## config.mk

```make
export PLATFORM = sky130hd
export DESIGN_NAME = fnpc_clamp
export DESIGN_NICKNAME = d
export VERILOG_FILES = /design/src/hdl/fnpc_pkg.sv /design/src/hdl/fnpc_clamp.sv
export SDC_FILE = /design/constraint.sdc
export NUM_CORES = 1
export LEC_CHECK = 0
export BUFFER_PORTS_ARGS = -buffer_cell sky130_fd_sc_hd__buf_2
export CAP_MARGIN = 30
export CORE_AREA = 10 10 90 131
export DETAILED_ROUTE_END_ITERATION = 10
export DIE_AREA = 0 0 100 141
export GPL_ROUTABILITY_DRIVEN = 1
export PLACE_DENSITY = 0.8
export SETUP_SLACK_MARGIN = 0.2
export SLEW_MARGIN = 10
export SYNTH_ARGS = -nofsm -noshare
export SYNTH_HDL_FRONTEND = slang
export SYNTH_SLANG_ARGS = --single-unit
```

## constraint.sdc

```tcl
create_clock -name clk_i -period 9.48 [get_ports clk_i]
set_input_delay 1.896 -clock clk_i [delete_from_list [all_inputs] [get_ports clk_i]]
set_output_delay 1.896 -clock clk_i [all_outputs]
set_load 0.05 [all_outputs]
```

## src/hdl/fnpc_pkg.sv

```systemverilog
// Shared types, sizes and codes of the four-neighbor peak clamp.
`default_nettype none
package fnpc_pkg;

  localparam int MAX_WIDTH  = 1024;
  localparam int PIXEL_BITS = 16;

  localparam int ADDR_BITS  = $clog2(MAX_WIDTH);
  localparam int WIDTH_BITS = $clog2(MAX_WIDTH + 1);

  localparam int CFG_WIDTH_BITS  = 11;
  localparam int CFG_HEIGHT_BITS = 16;
  localparam int CFG_IDX_BITS    = 1;
  localparam int CFG_DATA_BITS   = 16;

  localparam logic [CFG_IDX_BITS-1:0] REG_FRAME_WIDTH  = 1'b0;
  localparam logic [CFG_IDX_BITS-1:0] REG_FRAME_HEIGHT = 1'b1;

  localparam logic CMD_PIXEL = 1'b0;
  localparam logic CMD_DRAIN = 1'b1;

  typedef struct packed {
    logic                  command;
    logic [PIXEL_BITS-1:0] pixel_in;
  } fnpc_in_t;

  typedef struct packed {
    logic [PIXEL_BITS-1:0] pixel_out;
    logic                  row_end;
    logic                  frame_end;
  } fnpc_out_t;

  // One issued item on its way into the clamp stage.
  typedef struct packed {
    logic [ADDR_BITS-1:0]  addr;
    logic [PIXEL_BITS-1:0] pixel;
    logic                  is_pix;
    logic                  res;
    logic                  up_ok;
    logic                  left_ok;
    logic                  right_ok;
    logic                  row_end;
    logic                  frame_end;
  } fnpc_issue_t;

endpackage
`default_nettype wire

```

## src/hdl/fnpc_clamp.sv

```systemverilog
// Clamp stage and output register.
`default_nettype none
module fnpc_clamp (
  input  logic                            clk_i,
  input  logic                            rst_ni,
  input  logic                            issue_valid_i,
  input  fnpc_pkg::fnpc_issue_t           issue_i,
  input  logic [fnpc_pkg::PIXEL_BITS-1:0] centre_i,
  input  logic [fnpc_pkg::PIXEL_BITS-1:0] right_i,
  input  logic [fnpc_pkg::PIXEL_BITS-1:0] up_i,
  input  logic                            out_stall_i,
  output logic                            busy_o,
  output logic                            wr_two_en_o,
  output logic [fnpc_pkg::ADDR_BITS-1:0]  wr_two_addr_o,
  output logic                            out_valid_o,
  output fnpc_pkg::fnpc_out_t             out_item_o
);
  import fnpc_pkg::*;

  logic                  s1_valid_q;
  fnpc_issue_t           s1_q;
  logic [PIXEL_BITS-1:0] left_q;
  logic                  out_valid_q;
  fnpc_out_t             out_q;

  logic                  s1_adv;
  logic                  any;
  logic [PIXEL_BITS-1:0] up_v, down_v, left_v, right_v;
  logic [PIXEL_BITS-1:0] mx_a, mx_b, mx;
  logic [PIXEL_BITS-1:0] clamped;

  assign s1_adv = !out_valid_q || !out_stall_i;
  assign busy_o = s1_valid_q && !s1_adv;

  assign wr_two_en_o   = s1_valid_q && s1_adv && s1_q.is_pix;
  assign wr_two_addr_o = s1_q.addr;

  // Neighbors outside the frame read as zero: harmless for a max of unsigned values.
  always_comb begin
    up_v    = s1_q.up_ok    ? up_i    : '0;
    down_v  = s1_q.is_pix   ? s1_q.pixel : '0;
    left_v  = s1_q.left_ok  ? left_q  : '0;
    right_v = s1_q.right_ok ? right_i : '0;
    mx_a    = (up_v > down_v)   ? up_v   : down_v;
    mx_b    = (left_v > right_v) ? left_v : right_v;
    mx      = (mx_a > mx_b) ? mx_a : mx_b;
    any     = s1_q.up_ok || s1_q.is_pix || s1_q.left_ok || s1_q.right_ok;
    clamped = (any && (centre_i > mx)) ? mx : centre_i;
  end

  always_ff @(posedge clk_i or negedge rst_ni) begin
    if (!rst_ni) begin
      s1_valid_q  <= 1'b0;
      out_valid_q <= 1'b0;
    end else begin
      if (!busy_o) begin
        s1_valid_q <= issue_valid_i;
      end
      if (s1_adv) begin
        out_valid_q <= s1_valid_q && s1_q.res;
      end
    end
  end

  always_ff @(posedge clk_i) begin
    if (!busy_o && issue_valid_i) begin
      s1_q <= issue_i;
    end
    if (s1_valid_q && s1_adv) begin
      left_q <= centre_i;
    end
    if (s1_adv && s1_valid_q && s1_q.res) begin
      out_q.pixel_out <= clamped;
      out_q.row_end   <= s1_q.row_end;
      out_q.frame_end <= s1_q.frame_end;
    end
  end

  assign out_valid_o = out_valid_q;
  assign out_item_o  = out_q;

  a_frame_end_row: assert property (@(posedge clk_i) disable iff (!rst_ni)
    out_valid_q |-> (!out_q.frame_end || out_q.row_end))
    else $error("frame end without row end");

endmodule
`default_nettype wire

```

# After elaboration in Yosys (flattened, before gate mapping)
# Cells that the tools add are included.
# totals
reg_bits	69
word_cells	42
# classes
mux	8
magnitude_cmp	4
n_reduce_logical	15
# ops
op	n
$mux W16	8
$gt A16 B16 Y1	4
$logic_and A1 B1 Y1	7
$logic_not A1 Y1	4
$logic_or A1 B1 Y1	4

# Logic depth before layout (Yosys ltp)
# Gate-level depths: netlist of run 1.
# logic_depth
depth_word	8
ltp_mapped	38
depth_no_buf	31

# Worst setup path before layout of run 1
# Ideal clock, no wire load.
# synth_timing
path_kind	in2reg
startpoint	in right_i[5] (netlist name)
endpoint	reg out_q (netlist bit out_item_o[10]) (data pin)
setup_slack_ns	1.524
setup_ns	0.261
cell_stages	34
t_arrival_ns	7.695
path_buffers	5
cell_sequence	nand2_1 ha_1 a211oi_1 nor2_1 a2111o_1 a21oi_1 a41o_1 clkbuf_1 nand3_1 o21ai_0 inv_1 ha_1 a21o_1 a21o_1 a21oi_1 o21ai_0 a31oi_1 nand3_1 a31oi_2 or3_1 buf_2 buf_6 mux2i_1 ha_1 a21o_1 a21o_1 a21oi_1 nor2_1 a211oi_1 a221oi_1 clkbuf_1 clkbuf_1 o311a_1 a221o_1
# synth_via
elab_chain_cells	8
# synth_rtl
element	line_no	source
start, declared	fnpc_clamp.sv:9	input logic [fnpc_pkg::PIXEL_BITS-1:0] right_i,
$mux W16 (*)	fnpc_clamp.sv:43	right_v = s1_q.right_ok ? right_i : '0;
$gt A16 B16 Y1	fnpc_clamp.sv:45	mx_b = (left_v > right_v) ? left_v : right_v;
$mux W16 (*)	fnpc_clamp.sv:45	
$gt A16 B16 Y1	fnpc_clamp.sv:46	mx = (mx_a > mx_b) ? mx_a : mx_b;
$mux W16 (*)	fnpc_clamp.sv:46	
$gt A16 B16 Y1	fnpc_clamp.sv:48	clamped = (any && (centre_i > mx)) ? mx : centre_i;
$logic_and A1 B1 Y1	fnpc_clamp.sv:48	
$mux W16 (*)	fnpc_clamp.sv:48	
via clamped[8]	fnpc_clamp.sv:30	logic [PIXEL_BITS-1:0] clamped;
end, declared	fnpc_clamp.sv:24	fnpc_out_t out_q;
# Mark *: on every way through the listed nets, which the timed path passes. The rest lies on a longest branch.
# A chain may end at the register's enable or synchronous reset.

# Worst setup path after layout of run 1
# layout_timing
startpoint	in right_i[6] (netlist name)
endpoint	reg out_q (netlist bit out_item_o[7]) (data pin)
# The elaborated chain is that of the path after synthesis.

==> summary.md, run 1 <==
| Metric | Value |
|---|---|
| Req. time, crit path | 9.56 ns |
| Rows | 44 |
| DRT iter0 DRCs | 204 |
| CTS Root Cell | clkbuf_16 |
| R2R Setup Slk | 1.77 ns |
| Post-CTS Setup Repair Bufs | 0 |
| EDFF count, synth | 67 |
| Synth top area share | 39.4% |
| Most frequent cells in the layout | buf_2 (115), nand2_1 (80), edfxtp_1 (67) |
| Clock slew at reported path FFs | 0.06 ns |
| I/O pin count | 116 |
| H-tree depth | 3 |
| Post-route cell area | 0.00605 mm² |
| CP Class | in2reg |
| Post-synth top flop | edfxtp_1 |
| Slowest-stage cell, CP | and2_1 |
| Filler Cells Inserted | 807 |
| Number of setup violations in the final report | 0 |
| HP Class | reg2reg |
| First-pass GRT wire length | 21600 µm |
| Pins Over Slew Limit | 0 |
| RSZ-0062 raised after global routing | false |
| Async SR Flop Fraction | 2.90% |
| Syn Area/Cell | 9.63 µm² |
| Leak | 2.92 nW |
| Fmax | 118 MHz |
| Synth Instances | 530 |
| I/O Buffers | 115 |
| CP Max Fanout | 29 |
| Nets | 774 |
| GR Overflow Total | 0 |
| Largest net degree at the start of global routing | 34 |
| Clk_skew | 0.00660 ns |
| CP peak stage delay | 0.55 ns |
| Wire length per cell | 17.9 µm |
| GRT Total Usage | 18.9% |
| Die Span Y | 141 µm |
| Share of cells above drive strength 1 | 23.7% |
| Largest family of logic cells by synthesized area | compound AO/OA/AOI/OAI gates |
| Total of warnings raised by yosys | 0 |
| Post-synthesis xor/xnor area fraction | 0.343% |
| Compound-Gate Fraction of Synth Area | 17.5% |
| DRC Markers | 0 |
| WL final | 13400 µm |
| Vias in the first global route | 4641 |
| Mapped Area | 0.00510 mm² |
| Syn Nets | 675 |
| Seq/Total Area, Yosys | 40.4% |
| Tcrit/Tclk final | 89.3% |
| Rel. slew slack | 41.2% |
| Max Cap Viol | 0 |
| Post-Synth Adder-Cell Area | 15.1% |
| Slew @ Worst Pin | 0.881 ns |
| Post-synthesis simple-gate area fraction | 15.8% |
| Status | finished, final reports clean |
| CTS Hold Bufs | 0 |
| Final worst path period need | 8.46 ns |
| Commonest non-fill, non-tap cell in the layout | buf_2 |
| Worst skew pair latency | 0.33 ns |
| Power Dens Cells | 201 mW/mm² |
| Initial Utilization | 53.6% |
| CP Capture Type | flip-flop |
| Setup tns final | 0 ns |
| CP top delay family | compound AO/OA/AOI/OAI gates |
| Maximum VDD drop | 0.150 mV |
| Critical Path Source Type | input pin |
| Routed Antenna Nets | 0 |
| Worst hold margin | 0.427 ns |
| Synth Register Bits | 69 |
| Placer Congestion | 0.904 |
| Leading area contributor after synthesis | edfxtp_1 |
| CTS Buf Count | 9 |
| Initial antenna violation count | 0 |
| Clock sinks | 69 |
| DR vias | 4352 |
| Drt first pass iters | 5 |
| Die ar. | 0.0141 mm² |
| Area overhead of the layout relative to synthesis | 18.6% |
| Hold Vio Cnt, Final | 0 |
| Die Width | 100 µm |
| Worst Path Buf+Inv | 5 |
| Total core area | 0.00952 mm² |
| Hpwl dp | 11000 µm |
| Netlist cell types | 49 |
| Post-synthesis mux area share | 3.16% |
| Vias per cell | 5.81 |
| CP arrival | 8.54 ns |
| CTS resizes | 0 |
| TritonCTS clock tree | built |
| Largest cells by area after synthesis | edfxtp_1 (39%), ha_1 (15%), nand2_1 (5.9%) |
| Number of diodes | 0 |
| Clk buf depth | 2 |
| Placed cell areas | 0.00572 mm² |
## layer usage
metal | vias up | wire, µm | part of all wire (%) | global-route usage [%]
met3 | 36 | 778 | 5.8 | 5.33
met4 | 0 | 473 | 3.5 | 9.18
met1 | 2021 | 5030 | 38 | 19.2
met5 | - | 0 | 0 | 0
li1 | 2148 | - | - | -
met2 | 147 | 7100 | 53 | 34.1
## synth_stat cells, types with 3 or more instances
master and instances:
a21o_1 13, mux2i_1 15, edfxtp_1 67, nand4_1 10
o21ai_0 37, a221o_1 15, nand2_1 80, buf_1 4
inv_1 48, buf_2 4, o211ai_1 3, nor2_1 10
a211oi_1 4, buf_4 11, ha_1 60, and3_1 3
and2_1 20, a21oi_1 20, nand3_1 35, o311a_1 14
clkbuf_1 18, a31oi_1 3
## sequential cells by signal, summed over array words and instances, names as in the netlist
signal / count
s1_q: 23
s1_valid_q: 1
left_q: 16
wr_two_addr_o: 10
out_item_o: 18
out_valid_o: 1
## worst paths after layout
| path | startpoint | endpoint | cells past startpoint |
|---|---|---|---|
| max | right_i[6] | out_item_o[7] | 30 |
| min | s1_q[1] | out_item_o[1] | 0 |
| max reg2reg | s1_q[3] | out_item_o[7] | 31 |
| min reg2reg | s1_q[1] | out_item_o[1] | 0 |
| max in group asynchronous | rst_ni | out_valid_o | 1 |
| min in group asynchronous | rst_ni | s1_valid_q | 1 |
## power breakdown
| part | switching, W | internal, W |
|---|---|---|
| clock network | 0.000119 | 0.000230 |
| registers | 0.0000139 | 0.000375 |
| logic | 0.000299 | 0.000182 |
## area by class of cell
cell class              instances  area (µm²)  share of cell area (%)
flip-flops and latches         69        2060                    34.1
multi-input cells             374        2670                    44.1
clock buffers                  10         229                    3.78
well taps                     115         144                    2.38
inverters                      48         180                    2.98
clock inverters                 6        87.6                    1.45
repair buffers                127         681                    11.2
## worst reg2reg max path, delay by kind of cell, from the launching register on
family / cells / cell delay, ns
fa+ha+maj: 3 / 0.83
simple gates: 9 / 1.61
buf+inv: 5 / 0.91
flops: 1 / 0.82
compound gates: 13 / 3.08
mux: 1 / 0.20
## metrics by stage
step / util, % / setup WS, ns / total power (W) / cells
floorplan: - / 1.52 / 0.000750 / 530
global route: 63.5 / 0.515 / 0.00129 / 749
finish: 63.5 / 1.02 / 0.00122 / 749
detailed placement: 60.0 / 0.755 / 0.000869 / 732
CTS: 63.4 / 1.11 / 0.00122 / 748
global placement: 59.9 / 1.01 / 0.000851 / 731
## kinds of logic after synthesis
kind of cell / count (synthesis)
AO/OA/AOI/OAI: 126
buffers and inverters: 87
multiplexers: 16
adder cells (fa/ha/maj): 62
XOR/XNOR: 2
flip-flops: 69
AND/OR/NAND/NOR: 168
(Power assumes the default switching activity.)
==> run 2: changes to the inputs <==
--- a/config.mk
+++ b/config.mk
@@ -5,11 +5,12 @@
 export SDC_FILE = /design/constraint.sdc
 export NUM_CORES = 1
 export LEC_CHECK = 0
+export ABC_AREA = 1
 export BUFFER_PORTS_ARGS = -buffer_cell sky130_fd_sc_hd__buf_2
 export CAP_MARGIN = 30
-export CORE_AREA = 10 10 90 131
+export CORE_AREA = 10 10 89 130
 export DETAILED_ROUTE_END_ITERATION = 10
-export DIE_AREA = 0 0 100 141
+export DIE_AREA = 0 0 99 140
 export GPL_ROUTABILITY_DRIVEN = 1
 export PLACE_DENSITY = 0.8
 export SETUP_SLACK_MARGIN = 0.2
==> run 2 against run 1 <==
  * Sequential power increased by 4%
  * Clock skew is 0.0010 ns higher
  * Critical path depth is 1 lower
  * Routed wire length up 6.6%
  * Count of clock-buffer cells in the layout fell by 1
  * Highest routed layer unchanged
  * Synthesized area fell by 3.1%
  * Die area is 1.7% lower
  * Utilization decreased by 0.18 points
  * Maximum frequency is 8.1% higher
==> summary.md, run 2 <==
| Metric | Value |
|---|---|
| Share of cells above drive strength 1 | 24.2% |
| Slew @ Worst Pin | 0.907 ns |
| Drt first pass iters | 5 |
| Number of setup violations in the final report | 0 |
| H-tree depth | 3 |
| Largest cells by area after synthesis | edfxtp_1 (41%), ha_1 (15%), nand2_1 (14%) |
| Seq/Total Area, Yosys | 41.7% |
| Slowest-stage cell, CP | o21ai_0 |
| Leading area contributor after synthesis | edfxtp_1 |
| Max FFs per register | 23 |
| Most frequent cells in the layout | nand2_1 (181), buf_2 (115), edfxtp_1 (67) |
| Wire length per cell | 17.7 µm |
| DR vias | 4403 |
| I/O Buffers | 115 |
| R2R Path End | out_item_o[4] |
| Clock slew at reported path FFs | 0.06 ns |
| EDFF count, synth | 67 |
| Critical Path Source Type | input pin |
| CTS Hold Bufs | 0 |
| Placed cell count | 790 |
| Cell with the most instances after synthesis | nand2_1 |
| Routed Antenna Nets | 0 |
| Worst skew pair latency | 0.34 ns |
| Synth Register Bits | 69 |
| Biggest register | s1_q |
| Area overhead of the layout relative to synthesis | 17.8% |
| DRT iter0 DRCs | 229 |
| Worst setup margin | 1.65 ns |
| Total of warnings raised by yosys | 0 |
| Clock sinks | 69 |
| Placer Congestion | 0.965 |
| Initial Utilization | 53.8% |
| Tcrit/Tclk final | 82.6% |
| Req. time, crit path | 9.56 ns |
| RSZ-0062 raised after global routing | false |
| Most used cell, CP | nand2_1 |
| DP Worst Slack | 1.48 ns |
| Crit path launch | up_i[9] |
| Vias per cell | 5.46 |
| Max Cap Viol | 0 |
| GRT Total Usage | 20.4% |
| FF-to-FF Start | s1_q[6] |
| CP peak stage delay | 0.55 ns |
| Rel. slew slack | 39.5% |
| R2R Setup Slk | 2.29 ns |
| Status | finished, final reports clean |
| Maximum VDD drop | 0.131 mV |
| CP Max Fanout | 32 |
| Filler Cells Inserted | 839 |
| GR Overflow Total | 0 |
| Vias in the first global route | 4675 |
| CTS Buf Count | 9 |
| Critical path endpoint | out_item_o[4] |
| Hpwl dp | 11700 µm |
| R2R cell count | 26 |
| Placed cell areas | 0.00551 mm² |
| Synth top area share | 40.7% |
| Pins Over Slew Limit | 0 |
| CTS resizes | 0 |
| Nets | 835 |
| Setup tns final | 0 ns |
| Initial antenna violation count | 0 |
| Post-CTS Setup Repair Bufs | 0 |
| Clk buf depth | 2 |
| Die ar. | 0.0139 mm² |
| Synth Instances | 591 |
| First-pass GRT wire length | 22500 µm |
| Mapped Area | 0.00495 mm² |
| HP Class | reg2reg |
| Hold Vio Cnt, Final | 0 |
| CP arrival | 7.92 ns |
| Die Span Y | 140 µm |
| Die Width | 99 µm |
| Syn Area/Cell | 8.37 µm² |
| CP Capture Type | flip-flop |
| Post-route cell area | 0.00583 mm² |
| Netlist cell types | 34 |
| TritonCTS clock tree | built |
| WL final | 14300 µm |
| CTS Root Cell | clkbuf_16 |
| Leak | 3.01 nW |
| I/O pin count | 116 |
| CP Class | in2reg |
| Commonest non-fill, non-tap cell in the layout | nand2_1 |
| Total core area | 0.00920 mm² |
| Top cells by count, synth | nand2_1 (181), edfxtp_1 (67), inv_1 (63) |
| DRC Markers | 0 |
| Final Non-Filler Cells | 807 |
| Number of diodes | 0 |
| Power Dens Cells | 226 mW/mm² |
| Rows | 43 |
| Syn Nets | 736 |
| Post-synth top flop | edfxtp_1 |
| Clk_skew | 0.00763 ns |
| Fmax | 128 MHz |
| Async SR Flop Fraction | 2.90% |
| Final worst path period need | 7.83 ns |
| Largest net degree at the start of global routing | 33 |
run 2: cell count changes after synthesis, moves of 4 or more:
| cell | before | now |
|---|---|---|
| o311a_1 | 14 | 0 |
| nand2_2 | 0 | 21 |
| nand3_1 | 35 | 50 |
| o21ai_0 | 37 | 33 |
| clkbuf_1 | 18 | 9 |
| a21o_1 | 13 | 0 |
| a21oi_1 | 20 | 26 |
| nor2_1 | 10 | 18 |
| inv_1 | 48 | 63 |
| and2_1 | 20 | 1 |
| a221o_1 | 15 | 0 |
| nand2_1 | 80 | 181 |
| mux2i_1 | 15 | 0 |
run 2: report_power, final:
part | leakage (nW) | internal [W] | switching, W | total [W]
clock | 0.146 | 0.000204 | 0.000135 | 0.000339
combinational | 2.19 | 0.000178 | 0.000397 | 0.000575
sequential | 0.667 | 0.000387 | 0.0000176 | 0.000405
run 2: worst max-delay path, delay by kind of cell:
kind | cells | cell delay, ns
buffers and inverters | 4 | 0.71
adder cells (fa/ha/maj) | 3 | 0.88
AO/OA/AOI/OAI | 6 | 1.16
AND/OR/NAND/NOR | 16 | 3.26
run 2: stage by stage:
step / util (%) / total power, W / hold slack, ns
2_1_floorplan: - / 0.000834 / 0.400
3_3_place_gp: 59.6 / 0.000959 / 0.402
3_5_place_dp: 59.9 / 0.000979 / 0.416
4_1_cts: 63.2 / 0.00132 / 0.430
5_1_grt: 63.3 / 0.00141 / 0.436
6_report: 63.3 / 0.00132 / 0.430
run 2: worst min path at each step:
stage / from / to / slack, ns / cells after the start
3_3_place_gp: s1_q[0] / out_item_o[0] / 0.40 / 0
6_report: s1_q[0] / out_item_o[0] / 0.43 / 0
4_1_cts: s1_q[0] / out_item_o[0] / 0.43 / 0
2_1_floorplan: s1_q[0] / out_item_o[0] / 0.40 / 0
3_5_place_dp: s1_q[0] / out_item_o[0] / 0.42 / 0
5_1_grt: s1_q[0] / out_item_o[0] / 0.44 / 0
run 2: cell families after synthesis:
group / after synthesis / synth area share [%]
buffers and inverters: 96 / 8.88
adders and majority gates: 60 / 15.2
DFF: 69 / 41.7
and+or+nand+nor: 296 / 26.6
AOI/OAI and AO/OA: 70 / 7.64
run 2: metal layers:
| layer | GRT usage, % | wire (µm) |
|---|---|---|
| met4 | 13.9 | 896 |
| met2 | 35.8 | 7420 |
| met5 | 0 | 0 |
| met1 | 20.2 | 5070 |
| met3 | 5.42 | 873 |
run 2: area by class of cell:
type,instances,area [µm²],area share (%)
multi-input cells,426,2450,42.1
repair buffers,118,626,10.7
clock inverters,7,73.8,1.27
flip-flops and latches,69,2060,35.4
well taps,112,140,2.40
inverters,66,248,4.25
clock buffers,9,225,3.86
