[src/hdl/fnpc_pkg.sv]
// Shared types, sizes and codes of the four-neighbor peak clamp.
`default_nettype none
package fnpc_pkg;

  localparam int MAX_WIDTH  = 1024;
  localparam int PIXEL_BITS = 16;

  localparam int ADDR_BITS  = $clog2(MAX_WIDTH);
  localparam int WIDTH_BITS = $clog2(MAX_WIDTH + 1);

  localparam int CFG_WIDTH_BITS  = 11;
  localparam int CFG_HEIGHT_BITS = 16;
  localparam int CFG_IDX_BITS    = 1;
  localparam int CFG_DATA_BITS   = 16;

  localparam logic [CFG_IDX_BITS-1:0] REG_FRAME_WIDTH  = 1'b0;
  localparam logic [CFG_IDX_BITS-1:0] REG_FRAME_HEIGHT = 1'b1;

  localparam logic CMD_PIXEL = 1'b0;
  localparam logic CMD_DRAIN = 1'b1;

  typedef struct packed {
    logic                  command;
    logic [PIXEL_BITS-1:0] pixel_in;
  } fnpc_in_t;

  typedef struct packed {
    logic [PIXEL_BITS-1:0] pixel_out;
    logic                  row_end;
    logic                  frame_end;
  } fnpc_out_t;

  // One issued item on its way into the clamp stage.
  typedef struct packed {
    logic [ADDR_BITS-1:0]  addr;
    logic [PIXEL_BITS-1:0] pixel;
    logic                  is_pix;
    logic                  res;
    logic                  up_ok;
    logic                  left_ok;
    logic                  right_ok;
    logic                  row_end;
    logic                  frame_end;
  } fnpc_issue_t;

endpackage
`default_nettype wire

[src/hdl/fnpc_ctrl.sv]
// Frame counters, configuration registers and item issue.
`default_nettype none
module fnpc_ctrl (
  input  logic                                 clk_i,
  input  logic                                 rst_ni,
  input  logic                                 cfg_we_i,
  input  logic [fnpc_pkg::CFG_IDX_BITS-1:0]    cfg_idx_i,
  input  logic [fnpc_pkg::CFG_DATA_BITS-1:0]   cfg_data_i,
  input  logic                                 in_valid_i,
  input  fnpc_pkg::fnpc_in_t                   in_item_i,
  input  logic                                 busy_i,
  output logic                                 issue_valid_o,
  output fnpc_pkg::fnpc_issue_t                issue_o
);
  import fnpc_pkg::*;

  logic [WIDTH_BITS-1:0]      width_q,  width_d;
  logic [CFG_HEIGHT_BITS-1:0] height_q, height_d;
  logic [ADDR_BITS-1:0]       col_q,    col_d;
  logic [CFG_HEIGHT_BITS-1:0] row_q,    row_d;
  logic [ADDR_BITS-1:0]       drain_q,  drain_d;

  logic [CFG_WIDTH_BITS-1:0]  raw_width;
  logic [CFG_HEIGHT_BITS-1:0] raw_height;
  logic                       accept;
  logic                       is_pix;
  logic                       take;
  logic [ADDR_BITS-1:0]       addr;
  logic [WIDTH_BITS-1:0]      addr_next;
  logic                       last_col;

  assign raw_width  = cfg_data_i[CFG_WIDTH_BITS-1:0];
  assign raw_height = cfg_data_i[CFG_HEIGHT_BITS-1:0];

  assign accept    = in_valid_i && !busy_i;
  assign is_pix    = (in_item_i.command == CMD_PIXEL);
  assign addr      = is_pix ? col_q : drain_q;
  assign addr_next = {1'b0, addr} + WIDTH_BITS'(1);
  assign last_col  = (addr_next == width_q);

  always_comb begin
    if (is_pix) begin
      take = accept && (row_q < height_q);
    end else begin
      take = accept && (row_q >= height_q) && ({1'b0, drain_q} < width_q);
    end
  end

  always_comb begin
    issue_o.addr      = addr;
    issue_o.pixel     = in_item_i.pixel_in;
    issue_o.is_pix    = is_pix;
    issue_o.res       = is_pix ? (row_q != '0) : 1'b1;
    issue_o.up_ok     = is_pix ? (row_q >= CFG_HEIGHT_BITS'(2))
                               : (height_q >= CFG_HEIGHT_BITS'(2));
    issue_o.left_ok   = (addr != '0);
    issue_o.right_ok  = (addr_next < width_q);
    issue_o.row_end   = last_col;
    issue_o.frame_end = !is_pix && last_col;
  end

  assign issue_valid_o = take;

  always_comb begin
    width_d  = width_q;
    height_d = height_q;
    col_d    = col_q;
    row_d    = row_q;
    drain_d  = drain_q;
    if (cfg_we_i) begin
      // any write restarts the frame
      col_d   = '0;
      row_d   = '0;
      drain_d = '0;
      case (cfg_idx_i)
        REG_FRAME_WIDTH: begin
          if (raw_width == '0) begin
            width_d = WIDTH_BITS'(1);
          end else if (32'(raw_width) > MAX_WIDTH) begin
            width_d = WIDTH_BITS'(MAX_WIDTH);
          end else begin
            width_d = WIDTH_BITS'(raw_width);
          end
        end
        REG_FRAME_HEIGHT: begin
          height_d = (raw_height == '0) ? CFG_HEIGHT_BITS'(1) : raw_height;
        end
        default: begin
        end
      endcase
    end else if (take) begin
      if (is_pix) begin
        if (last_col) begin
          col_d = '0;
          row_d = row_q + CFG_HEIGHT_BITS'(1);
        end else begin
          col_d = col_q + ADDR_BITS'(1);
        end
      end else begin
        if (last_col) begin
          col_d   = '0;
          row_d   = '0;
          drain_d = '0;
        end else begin
          drain_d = drain_q + ADDR_BITS'(1);
        end
      end
    end
  end

  always_ff @(posedge clk_i or negedge rst_ni) begin
    if (!rst_ni) begin
      width_q  <= WIDTH_BITS'(1);
      height_q <= CFG_HEIGHT_BITS'(1);
      col_q    <= '0;
      row_q    <= '0;
      drain_q  <= '0;
    end else begin
      width_q  <= width_d;
      height_q <= height_d;
      col_q    <= col_d;
      row_q    <= row_d;
      drain_q  <= drain_d;
    end
  end

  a_col_in_row: assert property (@(posedge clk_i) disable iff (!rst_ni)
    ({1'b0, col_q} < width_q) && ({1'b0, drain_q} < width_q))
    else $error("column or drain counter outside the row");

  a_row_bound: assert property (@(posedge clk_i) disable iff (!rst_ni)
    row_q <= height_q)
    else $error("row counter beyond frame height");

  a_frame_full: assert property (@(posedge clk_i) disable iff (!rst_ni)
    (take && is_pix && last_col && !cfg_we_i
     && (row_q + CFG_HEIGHT_BITS'(1) == height_q))
    |=> (row_q == height_q) && (col_q == '0))
    else $error("last pixel of frame did not arm the drain");

endmodule
`default_nettype wire

[config.mk]
export PLATFORM = sky130hd
export DESIGN_NAME = fnpc_ctrl
export DESIGN_NICKNAME = d
export VERILOG_FILES = /design/src/hdl/fnpc_pkg.sv /design/src/hdl/fnpc_ctrl.sv
export SDC_FILE = /design/constraint.sdc
export NUM_CORES = 1
export LEC_CHECK = 0
export BUFFER_PORTS_ARGS = -buffer_cell sky130_fd_sc_hd__buf_2
export CORE_MARGIN = 4
export CORE_UTILIZATION = 53
export DETAILED_ROUTE_END_ITERATION = 6
export PLACE_DENSITY = 0.85
export SLEW_MARGIN = 0
export SYNTH_ARGS = -nofsm -noshare
export SYNTH_HDL_FRONTEND = slang
export SYNTH_SLANG_ARGS = --single-unit
[constraint.sdc]
create_clock -name clk_i -period 3 [get_ports clk_i]
set_input_delay 0.15 -clock clk_i [delete_from_list [all_inputs] [get_ports clk_i]]
set_output_delay 0.15 -clock clk_i [all_outputs]
set_load 0.05 [all_outputs]
# Yosys cells after proc, flatten, opt, wreduce, memory -nomap -nowiden
# Index checks and enable logic that the tools add are counted.
[classes]
n_addsub = 4
order_cmp = 7
n_eq_ne = 2
muxes = 21
bitwise_logic = 2
reduce_logical = 18
[ops]
columns = ["op", "count"]
rows = [
  ["2-to-1 mux 10 bit", 10],
  ["2-to-1 mux 16 bit", 6],
  ["greater-or-equal comparator 16 x 2 -> 1 bit (second input constant)", 2],
  ["2-to-1 mux 11 bit", 2],
  ["adder 10 x 1 -> 10 bit (second input constant)", 2],
  ["adder 16 x 1 -> 16 bit (second input constant)", 1],
  ["greater-or-equal comparator 16 bit", 1],
  ["zero test 16 bit", 1],
  ["less-than comparator 16 bit", 1],
  ["nonzero test 16 bit", 1],
  ["adder 10 x 1 -> 11 bit (second input constant)", 1],
  ["equality test 11 bit", 1],
  ["greater-than comparator 11 bit (second input constant)", 1],
  ["zero test 11 bit", 1],
  ["less-than comparator 10 x 11 -> 1 bit", 1],
  ["less-than comparator 11 bit", 1],
  ["AND reduction 2 bit", 5],
  ["nonzero test 10 bit", 1],
  ["nonzero test 2 bit", 3],
  ["logical AND 1 bit", 5],
  ["2-to-1 mux 1 bit", 3],
  ["inequality test 3 x 2 -> 1 bit (second input constant)", 1],
  ["NOT 1 bit", 2],
  ["zero test 1 bit", 1],
]
[totals]
ff_bits = 63
in_bits = 39
out_inout_bits = 34
wordCells = 59

# Depth between registers and ports, before layout
# Gate-level depths: netlist of run 1.
[logic_depth]
depth_word = 7
ltp_mapped = 16
ltp_nobuf = 13

# Worst setup path after synthesis of run 1
# Ideal clock, no wire load.
[synth_path]
kind = "input -> output"
startpoint = "input port in_item_i[16] in the netlist's numbering"
endpoint = "output port issue_o[2] in the netlist's numbering"
arrival_ns = 4.656
t_required_ns = 2.850
setup_slack_ns = -1.806
path_stages = 13
n_path_buf = 2
path_cell_list = "buf_2 > buf_1 > o21ai_0 > nand3_1 > xnor2_1 > ha_1 > a21o_1 > a21o_1 > a21oi_1 > o21ai_0 > a21oi_1 > nor2_1 > a211oi_1"
[synth_lines]
columns = ["item", "line_no", "rtl"]
rows = [
  ["from (decl)", "fnpc_ctrl.sv:10", "input fnpc_pkg::fnpc_in_t in_item_i,"],
  ["to (decl)", "fnpc_ctrl.sv:13", "output fnpc_pkg::fnpc_issue_t issue_o"],
]

==> impl_results.md, run 1 <==
* #FFs+latches synth at 63
* Synth Instances at 534
* Crit path from: drain_q[3]
* Violated checks: setup timing
* Row count at 34
* Fillers at 600
* FMAX at 315.2 MHz
* Synth area leaders: dfrtp_1, ha_1, o311ai_4, mux2_2, inv_1
* Ys flop type: dfrtp_1
* Status: finished with violations
* Post-synth ARST share at 1.000
* CP Buf/Inv Count at 3
* Vias in the first global route at 4,763
* RSZ-0062 raised after global routing: yes
* H-Tree Level Count at 3
* EDFF count, synth at 0
* Mean post-synth cell area at 9.173 um2
* CTS tree: done
* Worst Hold Depth at 2
* GR Util All Layers at 0.2770
* Power Total at 0.002302 W
* Root Driver: clkbuf_8
* Pin slew with the least headroom to its limit at ~1300 ps
* R2R Setup Slk at -130 ps
* Seq/Total Area, Yosys at 0.3223
* Max-slew violations at 0
* Final Net Count at 683
* CP Max Fanout at 5
* Max Root-Sink Buffers at 2
* CTS clock-pin slew for the worst setup and hold paths at 80 ps
* GRT overflow at 0
* Synth Cell Area at 0.004898 mm2
* Hold Path Sink: width_q[4]
* Synth Warn # at 0
* Final Critical Period at ~3200 ps
* Most common cell in the synthesized netlist: dfrtp_1
* Worst Slack Setup Final at -172.2 ps
* Cell mode on critical path: buf_4
* CP max stage delay at 470 ps
* Final Skew at 13.56 ps
* Final ANT Viol Nets at 0
* Initial drt markers at 755
* Hold Startpoint: cfg_data_i[4]
* First-pass DRT Iterations at 6
* Placed cell count at 681
* Largest net degree at the start of global routing at 38
* Pwr/cell area at 389.6 mW/mm2
* Worst R2R Start: drain_q[3]
* Final Cycle Share at 1.057
* Leakage power at 2.689 nW
* Clock sinks at 63
* # DRC at 0
* HPWL after DPL at 10.14 mm
* CP top delay family: simple AND/OR/NAND/NOR gates
* IO Pins at 73
* CP required at 2850 ps
* GP Congestion at 0.9188
* Die ar. at 0.01084 mm2
* Reg2reg end: col_q[9]
* CP Launch Type: flip-flop
* Worst vdd ir at 0.2887 mV
* Synth cell types at 59
* Layout cells sized above 1 at 0.2921
* Final setup viols at 23
* Largest area contributor in the netlist: dfrtp_1
* Fin. Hold Viols at 0
* Die Ht at 104.1 um
* Crit-path cells: nand2_1 -> o21ai_4 -> and3_4 -> nand2_2 -> xnor2_2 -> ha_1 -> nand4_1 -> buf_4 -> nor3_1 -> buf_4 -> clkbuf_4
* Clk Latency, worst-skew pair at 350 ps
* Initial Utilization at 0.5536
* Cells on worst reg2reg path at 12
* Total core area at 0.008848 mm2
* Most frequent cells after synthesis: dfrtp_1, inv_1, nand2_1
* Max-cap violations at 0
* Port Buffer Count at 40
* Initial antenna violation count at 0
* Synth top area share at 0.3116
* Finished Layout Cells at 714
* Die X at 104.1 um
* Worst setup EP type: output pin
* WL per Instance at 22.18 um
* Slew margin rel. at 0.1428
* Slowest CP cell: dfrtp_1
* Antenna cells at 0
* Worst min path class: in -> reg
* Arr. time, crit path at 3020 ps
* Area growth syn-to-layout at 20.61%
* Num CTS Buffers at 9
* Critical path class: reg -> out
* Routed vias/inst at slightly below 7
* Syn Nets at 616
* Via count at 4,848
* Post-Route WL at 15.83 mm
* First-pass GRT wire length at 24.39 mm
-- worst reg2reg max path: stages (launching register included) --
cell and delay (ps):
dfrtp_1 470, nand2_1 140, o21ai_4 130, nand3_4 140
buf_4 160, nor4b_2 300, ha_1 320, nand3_2 150
or3_1 260, nand2_1 150, or2_2 350, nor4_2 340
a31o_2 160
-- sequential cells by signal, indices dropped and copies added (netlist names) --
register,cells
width_q,11
col_q,10
row_q,16
drain_q,10
height_q,16
-- layer usage --
layer | vias up | global-route usage | share of wire
met5 | - | 0 | 0
li1 | 2083 | - | -
met4 | 0 | 0.1510 | 0.057
met3 | 104 | 0.05711 | 0.097
met2 | 364 | 0.4624 | 0.47
met1 | 2297 | 0.3342 | 0.37
-- cell usage in the layout (no fill, tap or decap), types with 9 or more instances in the layout --
master,n
dfrtp_1,60
nand2b_1,13
ha_1,42
clkbuf_8,11
and3_1,10
o22ai_1,11
buf_4,48
o21ai_0,24
buf_2,36
nand3_1,20
nor2_1,18
nor3_1,14
o311ai_4,10
a21oi_1,20
nand4_1,9
mux2_2,20
nand2_1,45
inv_1,51
nor4_1,12
-- timing repair --
action | CTS | global route
setup endpoints to repair | 20 | 38
resized for setup | 12 | 16
endpoints found under the hold margin | 34 | 0
hold buffers | 1 | 0
buffers inserted | 6 | 10
pin swaps | 4 | 13
-- cells by family (layout without fill, tap and decap cells) --
kind of cell               after synthesis  after routing  share of synthesized area
AOI/OAI and AO/OA                      120            120                     0.2054
xor gates and xnor gates                 8              8                    0.01430
adders and majority gates               43             43                     0.1098
buffers and inverters                   91            163                    0.08889
DFF                                     63             63                     0.3223
muxes                                   23             23                    0.05211
and+or+nand+nor                        186            186                     0.2072
-- final cells by class --
cell class,count,area (um2),share of cell area
Multi-Input combinational cell,380,3074,0.5203
Clock inverter,5,103.9,0.01758
Tap cell,108,135.1,0.02287
Inverter,55,211.5,0.03579
Timing Repair Buffer,92,651.9,0.1103
Sequential cell,63,1580,0.2675
Clock buffer,11,151.4,0.02562
-- stage by stage --
| stage | utilization | hold WS (ps) | area [um2] | TNS [ps] | worst slack [ps] |
|---|---|---|---|---|---|
| floorplan | - | -145.6 | 5007 | -1042 | -92.47 |
| global placement | 0.6061 | 284.2 | 5363 | 0 | 59.08 |
| CTS | 0.6513 | 39.33 | 5763 | 0 | 9.860 |
| detailed placement | 0.6061 | 292.4 | 5363 | -955.2 | -105.4 |
| global route | 0.6677 | 50.22 | 5908 | -2732 | -258.5 |
| finish | 0.6677 | 41.90 | 5908 | -1425 | -172.2 |
-- how the worst max path moves through the flow --
stage | cells after the start | endpoint | slack (ps)
after floorplan | 13 | row_q[10] | -90
after global placement | 13 | row_q[2] | 60
after detailed placement | 13 | row_q[3] | -110
after CTS | 11 | issue_o[0] | 10
after global routing | 11 | issue_o[1] | -260
final | 11 | issue_o[1] | -170
-- report_power, final --
| group | internal, W | switching, W |
|---|---|---|
| logic | 0.000149 | 0.000244 |
| registers | 0.000900 | 0.0000381 |
| clock network | 0.000598 | 0.000373 |
Note: power is estimated with default switching activity, not from simulation.
==> run 2, diff against run 1 <==
- CELL_PAD_IN_SITES_DETAIL_PLACEMENT: not set -> 1
- CELL_PAD_IN_SITES_GLOBAL_PLACEMENT: not set -> 2
- CORE_UTILIZATION: 53 -> 32
- PLACE_DENSITY: 0.85 -> 0.83
==> run 2 against run 1 <==
Against the previous run: the flow still finishes with violations (setup timing); critical path type is now reg -> reg; sequential share of layout area decreased by 1.9 points; cell count increased by 13%; final area increased by 7.8%; register-to-register slack improved by 20 ps; global-route usage decreased by 10 points; maximum frequency increased by 2.1%; non-clock buffer count increased by 17; clock power increased by 9%; largest power group unchanged; die area increased by 60%; sequential power about the same.
==> impl_results.md, run 2 (synthesis gave the netlist of run 1 again) <==
* GP Congestion at 0.8339
* Arr. time, crit path at 3300 ps
* Pin slew with the least headroom to its limit at 1389 ps
* Post-Route WL at 16.17 mm
* CP required at 3190 ps
* GRT overflow at 0
* Initial Utilization at 0.3320
* Highest-count cells in the layout ignoring fill and taps: dfrtp_1, buf_4, inv_1, nand2_1, ha_1
* Post-route setup TNS at -1434 ps
* First-pass GRT wire length at 24.63 mm
* Die X at between 100 and 150 um
* H-Tree Level Count at 3
* Worst R2R Start: col_q[0]
* First-pass DRT Iterations at 5
* Worst min path class: in -> reg
* Commonest non-fill, non-tap cell in the layout: dfrtp_1
* Worst vdd ir at about 0.36 mV
* R2R Setup Slk at -110 ps
* CTS tree: done
* Worst Hold Depth at 2
* WL per Instance at about 20 um
* Worst setup EP type: flip-flop
* Final Cycle Share at 1.036
* IO Pins at 73
* Max Root-Sink Buffers at 2
* Layout cells sized above 1 at 0.3467
* CTS clock-pin slew for the worst setup and hold paths at 60 ps
* Pwr/cell area at 377.9 mW/mm2
* Initial antenna violation count at 0
* Port Buffer Count at 40
* Final setup viols at 20
* Routed vias/inst at 5.554
* Placed cell count at 765
* Clk Latency, worst-skew pair at 340 ps
* Violated checks: setup timing
* CP Max Fanout at 6
* Total core area at approximately 0.015 mm2
* # DRC at 0
* Die Ht at 131.7 um
* Via count at between 4,000 and 5,000
* Antenna cells at 0
* Power Total at around 0.0024 W
* Max-cap violations at 0
* CP Launch Type: flip-flop
* Pre-CTS setup slack at -120.5 ps
* RSZ-0062 raised after global routing: yes
* Max-slew violations at 0
* Slew margin rel. at 0.07031
* HPWL after DPL at 11.53 mm
* Cells on worst reg2reg path at 13
* Fin. Hold Viols at 0
* Finished Layout Cells at 807
* Largest regs: height_q: 16 flops, row_q: 16 flops, width_q: 11 flops
* Die ar. at 0.01735 mm2
* Status: finished with violations
* Final Net Count at 700
* FMAX at 321.8 MHz
* Clock sinks at 63
* Area growth syn-to-layout at 29.96%
* Reg2reg end: row_q[13]
* Hold Startpoint: cfg_data_i[11]
* Final ANT Viol Nets at 0
* Final Skew at 9.180 ps
* Largest net degree at the start of global routing at 38
* Final Critical Period at 3107 ps
* Num CTS Buffers at 9
* Worst Slack Setup Final at -107.4 ps
* Critical path class: reg -> reg
* Hold Path Sink: height_q[11]
* Leakage power at approximately 2.9 nW
* Initial drt markers at between 200 and 250
* Root Driver: clkbuf_16
* Row count at 44
* Vias in the first global route at 4,547
* Fin util at 0.4315
* GR Util All Layers at 0.1753
[run 2: cell count changes in the layout (fill, tap and decap cells not counted), moves of 3 or more]
cell       delta
o21ai_1       +5
o21ai_0       -5
clkbuf_8     -10
buf_6         +8
o22ai_2       +6
o311ai_1      -3
o311ai_2      +3
nor3_2        +3
o22ai_1       -6
clkbuf_16     +9
buf_4         +9
[run 2: stage by stage]
step	hold slack (ps)	cell area (um2)
3_3_place_gp	169.3	5543
4_1_cts	54.80	5943
3_5_place_dp	187.6	5543
5_1_grt	66.90	6366
2_1_floorplan	-145.6	5007
6_report	59.13	6366
[run 2: worst max-delay path, cell delays in order (launching register included)]
cell      delay [ps]
dfrtp_1          430
mux2i_4          210
inv_4             70
ha_4             170
nand3_4          100
nor2_4            60
xor2_2           180
ha_1             340
nand4_1          220
or3_4            490
nor2_4           200
or2_4            230
buf_12           150
o311ai_4          90
[run 2: cell type report]
type / count / area [um2]
inverters: 55 / 211.5
repair buffers: 109 / 817.0
flip-flops and latches: 63 / 1579
clock buffers: 12 / 246.5
multi-input cells: 380 / 3237
clock inverters: 4 / 45.04
fillers: 1690 / 8388
well taps: 184 / 230.2
[run 2: worst max-delay path by stage]
stage	start	to	slack, ps	cells past startpoint
after floorplan	col_q[3]	row_q[10]	-90	13
after global placement	in_item_i[16]	row_q[8]	-50	14
after detailed placement	in_item_i[16]	row_q[10]	-120	14
after CTS	col_q[5]	row_q[10]	6	12
after global routing	col_q[0]	row_q[15]	-190	13
final	col_q[0]	row_q[13]	-110	13
[run 2: timing repair]
item	in CTS	in global routing
hold buffers	1	0
endpoints found under the setup margin	10	32
buffers inserted	2	22
endpoints found under the hold margin	24	0
pin swaps	5	43
gates cloned	0	1
gates resized for setup	17	55
[run 2: where the power goes]
group	internal (W)	total, W	switching [W]
sequential	0.000902	0.000938	0.0000362
clock	0.000662	0.00106	0.000402
combinational	0.000160	0.000404	0.000243
total	0.00172	0.00241	0.000681
[run 2: layer usage]
layer | global-route usage | share of wire
met1 | 0.2357 | 0.46
met2 | 0.2920 | 0.49
met3 | 0.02141 | 0.038
met4 | 0.06068 | 0.013
met5 | 0 | 0
==> run 3, diff against run 2 <==
- CORE_MARGIN: 4 -> not set
==> run 3 against run 2 <==
Against the previous run: the flow still finishes with violations (setup timing); final area is 5.0% lower; setup slack better by 56 ps; sequential share of layout area is 1.3 points higher; worst hold slack worse by 56 ps; clock skew is 3.6 ps lower; critical path type is now reg -> out; largest cell class unchanged.
==> impl_results.md, run 3 (synthesis gave the netlist of run 1 again) <==
* First-pass DRT Iterations at 4
* Final Net Count at about 680
* HPWL after DPL at 11.94 mm
* Arr. time, crit path at 2900 ps
* Violated checks: setup timing
* CP Max Fanout at 4
* Cell area after placement at 0.005555 mm2
* Routed vias/inst at 5.591
* Slew margin rel. at 0.09867
* First-pass GRT wire length at 25.27 mm
* GR Util All Layers at 0.2049
* Largest regs: height_q: 16 flops, row_q: 16 flops, width_q: 11 flops
* Final setup viols at 1
* Worst Slack Setup Final at -51.71 ps
* Row count at 44
* Sequential Area at 0.001580 mm2
* Max-slew violations at 0
* Max-cap violations at 0
* Root Driver: clkbuf_16
* Hold-fix buffers, CTS at 0
* Commonest non-fill, non-tap cell in the layout: dfrtp_1
* Initial antenna violation count at 0
* Die X at 125.7 um
* Multi-input combinational cell area at 0.003105 mm2
* Initial Utilization at 0.3320
* Critical path class: reg -> out
* Largest net degree at the start of global routing at 64
* Fin area at about 0.006 mm2
* Worst vdd ir at roughly 0.33 mV
* Antenna cells at 0
* Hold WS at roughly 3.5 ps
* GRT overflow at 0
* Area growth syn-to-layout at 23.47%
* Highest-count cells in the layout ignoring fill and taps: dfrtp_1, inv_1, buf_4, nand2_1, ha_1
* Worst setup EP type: output pin
* Pin slew with the least headroom to its limit at ~1300 ps
* Power Total at 0.002285 W
* Worst min path class: in -> async
* Clk Latency, worst-skew pair at approximately 340 ps
* Via count at 4,411
* Final Critical Period at 3052 ps
* GP Congestion at 0.8304
* Num CTS Buffers at 9
* Fillers at 1,701
* Final ANT Viol Nets at 0
* CTS tree: done
* WL per Instance at 20.01 um
* Initial drt markers at 235
* Leakage power at 2.710 nW
* Die ar. at between 0.015 and 0.02 mm2
* FMAX at 327.7 MHz
* Pwr/cell area at between 300 and 400 mW/mm2
* Final Skew at between 5 and 6 ps
* RSZ-0062 raised after global routing: yes
* # DRC at 0
* Fin. Hold Viols at 0
* Port Buffer Count at 40
* Clock sinks at between 60 and 70
* CP Launch Type: flip-flop
* H-Tree Level Count at 3
* Vias in the first global route at 4,679
* CP required at ~2900 ps
* Post-Route WL at 15.79 mm
* CTS clock-pin slew for the worst setup and hold paths at 60 ps
* IO Pins at 73
* Layout cells sized above 1 at 0.2975
* Total core area at approximately 0.015 mm2
* Die Ht at 125.7 um
* Max Root-Sink Buffers at 2
* Status: finished with violations
* Final Cycle Share at 1.017
* Fin util at 0.4099
==> run 3: cell count changes in the layout (fill, tap and decap cells not counted), moves of 3 or more <==
cell,before,now
o311ai_2,3,0
o21ai_1,7,2
o22ai_2,6,0
o21ai_0,19,24
o22ai_1,5,11
buf_6,11,3
buf_4,57,49
o311ai_1,1,4
==> run 3: where the power goes <==
group / internal, W / switching, W
clock: 0.000577 / 0.000381
combinational: 0.000146 / 0.000241
sequential: 0.000902 / 0.0000382
==> run 3: layer usage <==
layer	wire length [um]	part of all wire	vias up	GRT usage
li1	-	-	2073	-
met1	7003	0.44	2225	0.2576
met2	7852	0.50	84	0.3474
met3	511	0.032	29	0.02379
met4	420	0.027	0	0.1040
met5	0	0	-	0
==> run 3: what timing repair did <==
item	in CTS	in global routing
setup endpoints to repair	12	37
pin swaps	2	13
buffers inserted	1	8
gates resized for setup	14	19
==> run 3: cell type report <==
type                       count  area share
multi-input combinational    380      0.5134
inverter                      55     0.03496
clock inverter                 1   0.0008275
clock buffer                  14     0.04199
tap                          184     0.03806
sequential                    63      0.2613
timing repair buffer          92      0.1094
==> run 3: final timing paths <==
| kind | from | to | slack (ps) | cells after the start |
|---|---|---|---|---|
| min | rst_ni | row_q[13] | 4 | 2 |
| max reg2reg | drain_q[1] | row_q[8] | 50 | 13 |
| max in group asynchronous | rst_ni | drain_q[3] | 2350 | 2 |
| max | drain_q[1] | issue_o[2] | -50 | 14 |
| min reg2reg | width_q[1] | width_q[1] | 490 | 2 |
| min in group clk_i | cfg_data_i[13] | height_q[13] | 70 | 2 |
==> run 3: critical path: stages, from the launching register on <==
cell and delay (ps):
dfrtp_1 390, mux2i_4 110, buf_4 150, nor2_2 150, and3_4 230, nand2_2 70
xnor2_2 140, ha_1 310, a21o_1 200, a21oi_2 120, o21ai_1 70, a21oi_1 140
nor2_1 70, a211oi_2 230, buf_6 190
==> run 3: through the flow <==
step                worst slack [ps]  instances  TNS, ps
floorplan                     -92.47        534    -1042
global placement               41.90        765        0
detailed placement            -54.01        765   -493.8
CTS                           -51.12        781   -51.12
global route                  -162.8        789    -1580
finish                        -51.71        789   -51.71
